### src/rtl/mfre_pkg.sv
package mfre_pkg;

  localparam int MAX_DIM_DEF      = 64;
  localparam int ELEMENT_BITS_DEF = 32;
  localparam int CMD_W            = 2;
  localparam int OP_W             = 3;
  localparam int CFG_DW           = 32;
  localparam int CFG_AW           = 3;

  localparam logic [CMD_W-1:0] CMD_LOAD  = 2'd0;
  localparam logic [CMD_W-1:0] CMD_XFORM = 2'd1;
  localparam logic [CMD_W-1:0] CMD_READ  = 2'd2;

  localparam logic [OP_W-1:0] OP_VFLIP = 3'd0;
  localparam logic [OP_W-1:0] OP_HFLIP = 3'd1;
  localparam logic [OP_W-1:0] OP_ROTR  = 3'd2;
  localparam logic [OP_W-1:0] OP_ROTL  = 3'd3;
  localparam logic [OP_W-1:0] OP_QCW   = 3'd4;
  localparam logic [OP_W-1:0] OP_QCCW  = 3'd5;

  localparam logic REG_ROW_COUNT = 1'b0;
  localparam logic REG_COL_COUNT = 1'b1;

  typedef enum logic [1:0] {
    KIND_LOAD,
    KIND_XFORM,
    KIND_READ
  } kind_t;

  typedef struct packed {
    logic wr_rows;
    logic wr_cols;
  } cfg_wr_t;

endpackage

### src/rtl/mfre_front.sv
module mfre_front #(
  parameter int ELEMENT_BITS = 32,
  parameter int IDX_W        = 6,
  parameter int IN_TDW       = 56
) (
  input  logic                      clk,
  input  logic                      rst_n,
  input  logic                      in_tvalid,
  output logic                      in_tready,
  input  logic [IN_TDW-1:0]         in_tdata,
  output logic                      q_valid,
  input  logic                      q_pop,
  output mfre_pkg::kind_t           q_kind,
  output logic [IDX_W-1:0]          q_row,
  output logic [IDX_W-1:0]          q_col,
  output logic [ELEMENT_BITS-1:0]   q_value,
  output logic [mfre_pkg::OP_W-1:0] q_op
);
  import mfre_pkg::*;

  localparam int ROW_LO = CMD_W;
  localparam int COL_LO = ROW_LO + IDX_W;
  localparam int VAL_LO = COL_LO + IDX_W;
  localparam int OP_LO  = VAL_LO + ELEMENT_BITS;

  logic [CMD_W-1:0]        cmd;
  logic [OP_W-1:0]         op;
  logic                    keep;
  logic                    push;
  kind_t                   kind;
  logic [1:0]              count_r;
  logic                    wp_r;
  logic                    rp_r;
  kind_t                   kind_q   [2];
  logic [IDX_W-1:0]        row_q    [2];
  logic [IDX_W-1:0]        col_q    [2];
  logic [ELEMENT_BITS-1:0] value_q  [2];
  logic [OP_W-1:0]         op_q     [2];

  assign cmd = in_tdata[CMD_W-1:0];
  assign op  = in_tdata[OP_LO +: OP_W];

  // Unknown commands and unknown transforms have no effect, so they never queue.
  always_comb begin
    keep = 1'b0;
    kind = KIND_LOAD;
    case (cmd)
      CMD_LOAD: begin
        keep = 1'b1;
        kind = KIND_LOAD;
      end
      CMD_XFORM: begin
        keep = (op <= OP_QCCW);
        kind = KIND_XFORM;
      end
      CMD_READ: begin
        keep = 1'b1;
        kind = KIND_READ;
      end
      default: begin
        keep = 1'b0;
      end
    endcase
  end

  assign in_tready = (count_r != 2'd2);
  assign push      = in_tvalid && in_tready && keep;
  assign q_valid   = (count_r != 2'd0);

  always_ff @(posedge clk) begin
    if (!rst_n) begin
      count_r <= 2'd0;
      wp_r    <= 1'b0;
      rp_r    <= 1'b0;
    end else begin
      if (push) begin
        wp_r <= ~wp_r;
      end
      if (q_pop) begin
        rp_r <= ~rp_r;
      end
      count_r <= count_r + {1'b0, push} - {1'b0, q_pop};
    end
  end

  always_ff @(posedge clk) begin
    if (push) begin
      kind_q[wp_r]  <= kind;
      row_q[wp_r]   <= in_tdata[ROW_LO +: IDX_W];
      col_q[wp_r]   <= in_tdata[COL_LO +: IDX_W];
      value_q[wp_r] <= in_tdata[VAL_LO +: ELEMENT_BITS];
      op_q[wp_r]    <= op;
    end
  end

  assign q_kind  = kind_q[rp_r];
  assign q_row   = row_q[rp_r];
  assign q_col   = col_q[rp_r];
  assign q_value = value_q[rp_r];
  assign q_op    = op_q[rp_r];

endmodule

### config.mk
export PLATFORM = sky130hd
export DESIGN_NAME = mfre_front
export DESIGN_NICKNAME = d
export VERILOG_FILES = /design/src/rtl/mfre_pkg.sv /design/src/rtl/mfre_front.sv
export SDC_FILE = /design/constraint.sdc
export NUM_CORES = 1
export LEC_CHECK = 0
export BUFFER_PORTS_ARGS = -buffer_cell sky130_fd_sc_hd__buf_2
export CAP_MARGIN = 25
export CORE_MARGIN = 3
export CORE_UTILIZATION = 35
export DETAILED_ROUTE_END_ITERATION = 8
export PLACE_DENSITY = 0.66
export SYNTH_ARGS = -nofsm -noshare
export SYNTH_HDL_FRONTEND = slang
export SYNTH_SLANG_ARGS = --single-unit
### constraint.sdc
create_clock -name clk -period 4.75 [get_ports clk]
set_input_delay 0.7125 -clock clk [delete_from_list [all_inputs] [get_ports clk]]
set_output_delay 0.7125 -clock clk [all_outputs]
set_load 0.01 [all_outputs]
* Word-level counts from Yosys, hierarchy flattened
Memory sizes are Yosys's and may differ from the RTL's. A register that Yosys moved wholly into a read port is not among the register bits.
Index checks and enable logic that the tools add are counted.
** Word-level totals
- Word-level logic and storage cells :: 35
- Output and inout bits :: 51
- Memories :: 5
- Input bits :: 60
- RAM bits :: 98
- Bits in latches :: 0
- Flip-flop bits (word level) :: 4
- ROM bits :: 0
** Memory list
- value_q :: words 2, bits a word 32, read ports 1, clocked after memory_dff 1, wr ports 1, RTL line mfre_front.sv:37 : logic [ELEMENT_BITS-1:0] value_q [2];
- col_q :: words 2, bits a word 6, read ports 1, clocked after memory_dff 1, wr ports 1, RTL line mfre_front.sv:36 : logic [IDX_W-1:0] col_q [2];
- row_q :: words 2, bits a word 6, read ports 1, clocked after memory_dff 1, wr ports 1, RTL line mfre_front.sv:35 : logic [IDX_W-1:0] row_q [2];
- op_q :: words 2, bits a word 3, read ports 1, clocked after memory_dff 1, wr ports 1, RTL line mfre_front.sv:38 : logic [OP_W-1:0] op_q [2];
- kind_q :: words 2, bits a word 2, read ports 1, clocked after memory_dff 1, wr ports 1, RTL line mfre_front.sv:34 : kind_t kind_q [2];
** Operators by class
- Bitwise logic cells :: 2
- Add/sub/neg operators :: 2
- Equality and inequality tests :: 3
- Muxes and demuxes :: 14
- Reduce and logical (&&, ||, !) cells :: 5
- Order comparisons :: 1
- Divide/modulo/power cells :: 0
- $mul :: 0
- Shift operators :: 0
** Operator list (number)
- two-way mux 1 bit :: 12
- case mux 2 bit (2 select lines) :: 1
- less-or-equal comparator 3 bit, second input constant :: 1
- adder 2 x 1 -> 2 bit :: 1
- == test 2 x 1 -> 1 bit, second input constant :: 1
- == test 2 bit, second input constant :: 1
- logical AND 1 bit :: 2
- logical NOT 2 bit :: 1
- != test 2 bit, second input constant :: 1
- inverter 1 bit :: 2
- case mux 1 bit (2 select lines) :: 1
- nonzero test 2 bit :: 1
- OR reduction 2 bit :: 1
- subtractor 2 x 1 -> 2 bit :: 1

* Logic depth before layout (Yosys ltp)
Gate-level depths: netlist of run 1.
- Depth after elaboration :: 6
- Depth in mapped cells :: 7

* Worst setup path before layout of run 1
Ideal clock, no wire load.
- Path kind :: input port to flip-flop
- Start point :: input port in_tdata[48]
- End point :: memory col_q[0][0] (enable)
- Library setup time :: 461 ps
- Slack :: 1038 ps
- Stages :: 3
- Arrival :: 3250 ps
- Buffers on the path :: 0
- Path through :: a21oi_1 o211a_1 nor2b_1
** On the way
- Cells in the longest elaborated chain, start to end :: 5
** Ends and longest elaborated chain
- start: declaration :: RTL line mfre_front.sv:10 : input logic [IN_TDW-1:0] in_tdata,
- less-or-equal comparator 3 bit :: RTL line mfre_front.sv:53 : keep = (op <= OP_QCCW);
- case mux 1 bit (2 select lines) :: RTL line mfre_front.sv:47 : case (cmd)
- logical AND 1 bit :: RTL line mfre_front.sv:67 : assign push = in_tvalid && in_tready && keep;
- two-way mux 1 bit :: RTL line mfre_front.sv:87 : if (push) begin
- two-way mux 1 bit (implied by the code) :: RTL line mfre_front.sv:90 : col_q[wp_r] <= in_tdata[COL_LO +: IDX_W];
- end: declaration :: RTL line mfre_front.sv:36
Every way passes these cells.

==> results.py, run 1 <==
metrics = {
    "floorplan": {
        "num_rows": 37,
        "die_h_um": 111,
        "io_pins": 111,
        "core-area_um2": 10500,
        "die_x_um": 111,
        "start_util": 0.365,
        "fp.dieArea_um2": 12300,
    },
    "route": {
        "avgViaCountPerCell": 4.49,
        "final_antenna_net_count": 0,
        "wl_per_cell_um": 15.5,
        "drtIter0Drc": 49,
        "drc": 0,
        "wl_mm": 6.71,
        "vias": 1947,
        "firstDrtPassIters": 4,
    },
    "synthesis": {
        "syn-num-nets": 242,
        "synth_top_area_share": 0.767,
        "avgSynthCellArea_um2": 21.3,
        "synth_seq_area_share": 0.793,
        "synth_area_leaders": "edfxtp_1, mux2_2, mux2_4",
        "synthCells": 180,
        "synth_area_um2": 3840,
        "yosysUniqueCellTypes": 20,
        "synth_top_area_cell": "edfxtp_1",
        "yosys_warnings": 0,
        "ys_ff_latch": 103,
    },
    "timing": {
        "finalSetupViolations": 0,
        "timing.hold.ws_ps": 516,
        "fin_skew_ps": 11.2,
        "setup_tns_ps": 0,
        "fmax_mhz": 392,
        "slew_headroom": 0.484,
        "worst_slew_pin_slew_ps": 773,
        "fin_crit_ps": 2550,
        "report.final.slew_viol_count": 0,
        "layout_setup_ws_ps": 2200,
        "finalHoldViolCount": 0,
        "rsz0062_at_grt": "no",
        "period_share": 0.537,
    },
    "worst_setup_path": {
        "required_ps": 4040,
        "arrival_ps": 1840,
        "crit_fanout": 17,
        "crit_type": "reg -> out",
        "worstSetupEndpointType": "output port",
        "cp-start-kind": "flop",
    },
    "placement": {
        "port_buffers": 103,
        "gp_congestion": 0.707,
        "dp_hpwl_mm": 4.44,
        "dp_cells": 417,
        "place_ws_ps": 1960,
    },
    "power": {
        "finalPower_mw": 1.92,
        "p_leak_nw": 1.76,
        "cellPowerDensity_nw_per_um2": 409,
        "irDropWorstVdd_uv": 245,
    },
    "finish": {
        "final_cell_count_no_fill": 434,
        "drive_above_1_share": 0.581,
        "antenna_cells": 0,
        "nets": 355,
        "area_delta_synth_final_pct": 22.5,
    },
    "run_status": {
        "status": "finished, final reports clean",
    },
    "clock_tree": {
        "clkLatencyLatePin_ps": 350,
        "clk_pin_slew_ps": 80,
        "post_cts_resized": 0,
        "cts_root_buf": "clkbuf_8",
        "ctsHoldBuffers": 0,
        "cts.sink_count": 103,
        "cts_setup_buffers": 0,
        "htreeDepth": 3,
        "numCtsBuffers": 9,
        "cts_buffer_depth": 2,
        "tritoncts": "built",
    },
    "hold_path": {
        "hold_path.class": "reg -> reg",
    },
    "grt": {
        "grt_pass1_vias": 2099,
        "grtUsageTotal": 0.114,
        "grt_max_degree": 39,
        "grt_pass1_wl_mm": 10.8,
        "antenna_found_initial": 0,
        "grt_overflow": 0,
    },
    "flow_run": {
        "maxCapViolations": 0,
    },
}
-- layer usage --
layer / share of wire / vias up / global-route usage
li1: - / 920 / -
met1: 0.42 / 953 / 0.132
met2: 0.51 / 63 / 0.200
met3: 0.054 / 11 / 0.0273
met4: 0.020 / 0 / 0.0542
met5: 0 / - / 0
-- flip-flops by register name, indices dropped and copies added, names as in the netlist, named ones only --
name and count:
row_q 12, op_q 6, count_r 2, value_q 64, kind_q 4, col_q 12, wp_r 1, rp_r 1
-- kinds of logic after synthesis --
| kind of cell | count (synthesis) | share of synthesized area |
|---|---|---|
| DFF | 103 | 0.793 |
| muxes | 50 | 0.156 |
| and+or+nand+nor | 12 | 0.0183 |
| buffers and inverters | 8 | 0.0156 |
| xor gates and xnor gates | 3 | 0.00685 |
| AOI/OAI and AO/OA | 2 | 0.00391 |
| adders and majority gates | 2 | 0.00652 |
-- synth_stat cells --
cell,number
nor2b_1,2
buf_6,1
buf_8,1
mux2i_1,1
o211a_1,1
or2_2,1
mux2_2,39
nor2_1,1
nand2_1,1
nand2b_1,2
buf_4,3
ha_1,2
mux2_4,10
and2_1,5
xor2_1,1
xnor2_1,2
inv_1,3
a21oi_1,1
dfxtp_1,5
edfxtp_1,98
-- final timing paths --
path,startpoint,slack (ps),depth (start not counted),to
hold / removal,wp_r,520,2,wp_r
hold reg to reg,wp_r,520,2,wp_r
setup / recovery,flop,2200,3,q_value[26]
setup reg to reg,count_r[0],2560,4,value_q[0][1]
-- cell type report --
cell class / count / area (µm²)
Clock buffer: 11 / 131
Clock inverter: 5 / 35.0
Fill cell: 950 / 5810
Inverter: 3 / 11.3
Multi-Input combinational cell: 69 / 744
Sequential cell: 103 / 3040
Tap cell: 136 / 170
Timing Repair Buffer: 107 / 566
-- worst max-delay path, cell delays in order (launching register included) --
cell     delay (ps)
dfxtp_2         670
buf_4           320
mux2_2          360
buf_2           140
-- through the flow --
stage	utilization	instance area (µm²)
after global routing	0.447	4700
after floorplan	-	3840
after CTS	0.445	4670
final	0.447	4700
after detailed placement	0.429	4510
after global placement	0.429	4510
-- power breakdown --
group,internal (mW),switching (mW),total [mW]
combinational,0.156,0.165,0.320
clock,0.190,0.282,0.472
sequential,1.10,0.0298,1.13
total,1.45,0.476,1.92
-- cells in the final DEF, fill, tap and decap left out, types with 3 or more instances in the layout --
master / Yosys / final
and2_1: 5 / 4
buf_2: 0 / 103
buf_4: 3 / 3
clkbuf_8: 0 / 9
clkinvlp_4: 0 / 3
dfxtp_1: 5 / 4
edfxtp_1: 98 / 98
inv_1: 3 / 3
mux2_2: 39 / 39
mux2_4: 10 / 10
(Power assumes the default switching activity.)
==> run 2, diff against run 1 <==
--- a/config.mk
+++ b/config.mk
@@ -10,7 +10,7 @@
 export CORE_MARGIN = 3
 export CORE_UTILIZATION = 35
 export DETAILED_ROUTE_END_ITERATION = 8
-export PLACE_DENSITY = 0.66
+export PLACE_DENSITY = 0.68
 export SYNTH_ARGS = -nofsm -noshare
 export SYNTH_HDL_FRONTEND = slang
 export SYNTH_SLANG_ARGS = --single-unit
==> constraint.sdc (replaced) <==
create_clock -name clk -period 2.2 [get_ports clk]
set_input_delay 0.33 -clock clk [delete_from_list [all_inputs] [get_ports clk]]
set_output_delay 0.33 -clock clk [all_outputs]
set_load 0.01 [all_outputs]
==> results.py, run 2 (same netlist as run 1, synthesis figures left out) <==
metrics = {
    "finish": {
        "largest_reg_flops": 64,
        "seq_area_um2": 3040,
        "final_common_cell": "buf_2",
        "multi_input_area_um2": 744,
        "nFillCells": 932,
        "layout_common_cells": "buf_2, edfxtp_1, mux2_2, mux2_4, clkbuf_8",
        "top_regs": "value_q (64), col_q (12), row_q (12)",
        "drive_above_1_share": 0.585,
        "largest-register": "value_q",
        "antenna_cells": 0,
        "area_delta_synth_final_pct": 23.9,
        "nets": 357,
        "final_cell_count_no_fill": 435,
    },
    "power": {
        "p_leak_nw": 1.79,
        "cellPowerDensity_nw_per_um2": 902,
        "irDropWorstVdd_uv": 362,
    },
    "route": {
        "drc": 0,
        "wl_mm": 6.70,
        "wl_per_cell_um": 15.4,
        "final_antenna_net_count": 0,
        "firstDrtPassIters": 4,
        "vias": 1962,
        "avgViaCountPerCell": 4.51,
        "drtIter0Drc": 47,
    },
    "floorplan": {
        "core-area_um2": 10500,
        "die_h_um": 111,
        "die_x_um": 111,
        "io_pins": 111,
        "num_rows": 37,
        "start_util": 0.365,
        "fp.dieArea_um2": 12300,
    },
    "clock_tree": {
        "htreeDepth": 3,
        "cts_root_buf": "clkbuf_8",
        "clk_pin_slew_ps": 100,
        "cts_setup_buffers": 0,
        "post_cts_resized": 0,
        "cts_buffer_depth": 2,
        "clkLatencyLatePin_ps": 350,
        "tritoncts": "built",
        "cts.sink_count": 103,
        "numCtsBuffers": 9,
        "ctsHoldBuffers": 0,
    },
    "grt": {
        "antenna_found_initial": 0,
        "grt_max_degree": 33,
        "grtUsageTotal": 0.113,
        "grt_pass1_vias": 2185,
        "grt_pass1_wl_mm": 10.9,
        "grt_overflow": 0,
    },
    "timing": {
        "fmax_mhz": 491,
        "report.final.slew_viol_count": 0,
        "layout_setup_ws_ps": 165,
        "rsz0062_at_grt": "no",
        "finalHoldViolCount": 0,
        "finalSetupViolations": 0,
        "slew_headroom": 0.818,
        "setup_tns_ps": 0,
        "fin_skew_ps": 8.73,
        "worst_slew_pin_slew_ps": 272,
        "period_share": 0.925,
        "fin_crit_ps": 2040,
    },
    "flow_run": {
        "maxCapViolations": 0,
    },
    "worst_setup_path": {
        "critPathBufInv": 2,
        "critical-path-max-stage-delay_ps": 500,
        "crit_family": "flip-flops",
        "cp-start-kind": "flop",
        "required_ps": 1870,
        "crit_fanout": 19,
        "arrival_ps": 1710,
        "cpMaxStageDelayCell": "dfxtp_2",
        "worstSetupEndpointType": "output port",
        "crit_type": "reg -> out",
        "worstPathCellList": "buf_4 > mux2_2 > buf_2",
    },
    "placement": {
        "dp_hpwl_mm": 4.49,
        "place_ws_ps": 500,
        "dp_cells": 420,
        "port_buffers": 103,
        "gp_congestion": 0.680,
    },
    "run_status": {
        "status": "finished, final reports clean",
    },
    "hold_path": {
        "hold_path.class": "in -> reg",
    },
}
run 2: cell types whose count changed in the layout (fill, tap and decap cells not counted):
| cell | before | now |
|---|---|---|
| buf_12 | 0 | 3 |
| clkinvlp_4 | 3 | 1 |
| buf_16 | 1 | 0 |
| bufinv_16 | 0 | 1 |
| clkbuf_1 | 2 | 1 |
| inv_6 | 0 | 1 |
run 2: per-stage QoR:
step                      total power [mW]  utilization  hold WS (ps)  area, µm²
after global placement                3.19        0.435           495       4570
final                                 4.29        0.452           165       4750
after CTS                             4.38        0.452           133       4750
after detailed placement              3.22        0.435           512       4570
after floorplan                       2.90            -           429       3850
after global routing                  4.52        0.452           121       4750
run 2: layout make-up:
class / instances / area share
well taps: 136 / 0.0358
inverters: 3 / 0.00237
multi-input cells: 69 / 0.157
clock buffers: 10 / 0.0268
clock inverters: 5 / 0.0124
flip-flops and latches: 103 / 0.640
repair buffers: 109 / 0.126
run 2: metal layers:
layer  track usage  wire (µm)  vias to the layer above  share of wire
met2         0.194       3370                       58           0.50
met4        0.0443         53                        0         0.0079
met5             0          0                        -              0
li1              -          -                      923              -
met3        0.0333        319                        5          0.048
met1         0.134       2950                      976           0.44
run 2: path summary, 6_finish.rpt:
check                             startpoint              to  slack [ps]  cells past startpoint
worst max register to register    count_r[0]  value_q[0][12]         640                      4
worst min register to register          wp_r            wp_r         520                      2
worst min-delay path            in_tdata[33]  value_q[0][19]         170                      1
worst max-delay path                    flop     q_value[12]         160                      3
run 2: power by group:
| group | total, mW | switching, mW | internal, mW |
|---|---|---|---|
| registers | 2.43 | 0.0575 | 2.37 |
| logic | 0.726 | 0.371 | 0.355 |
| clock network | 1.13 | 0.608 | 0.523 |
| total | 4.29 | 1.04 | 3.25 |
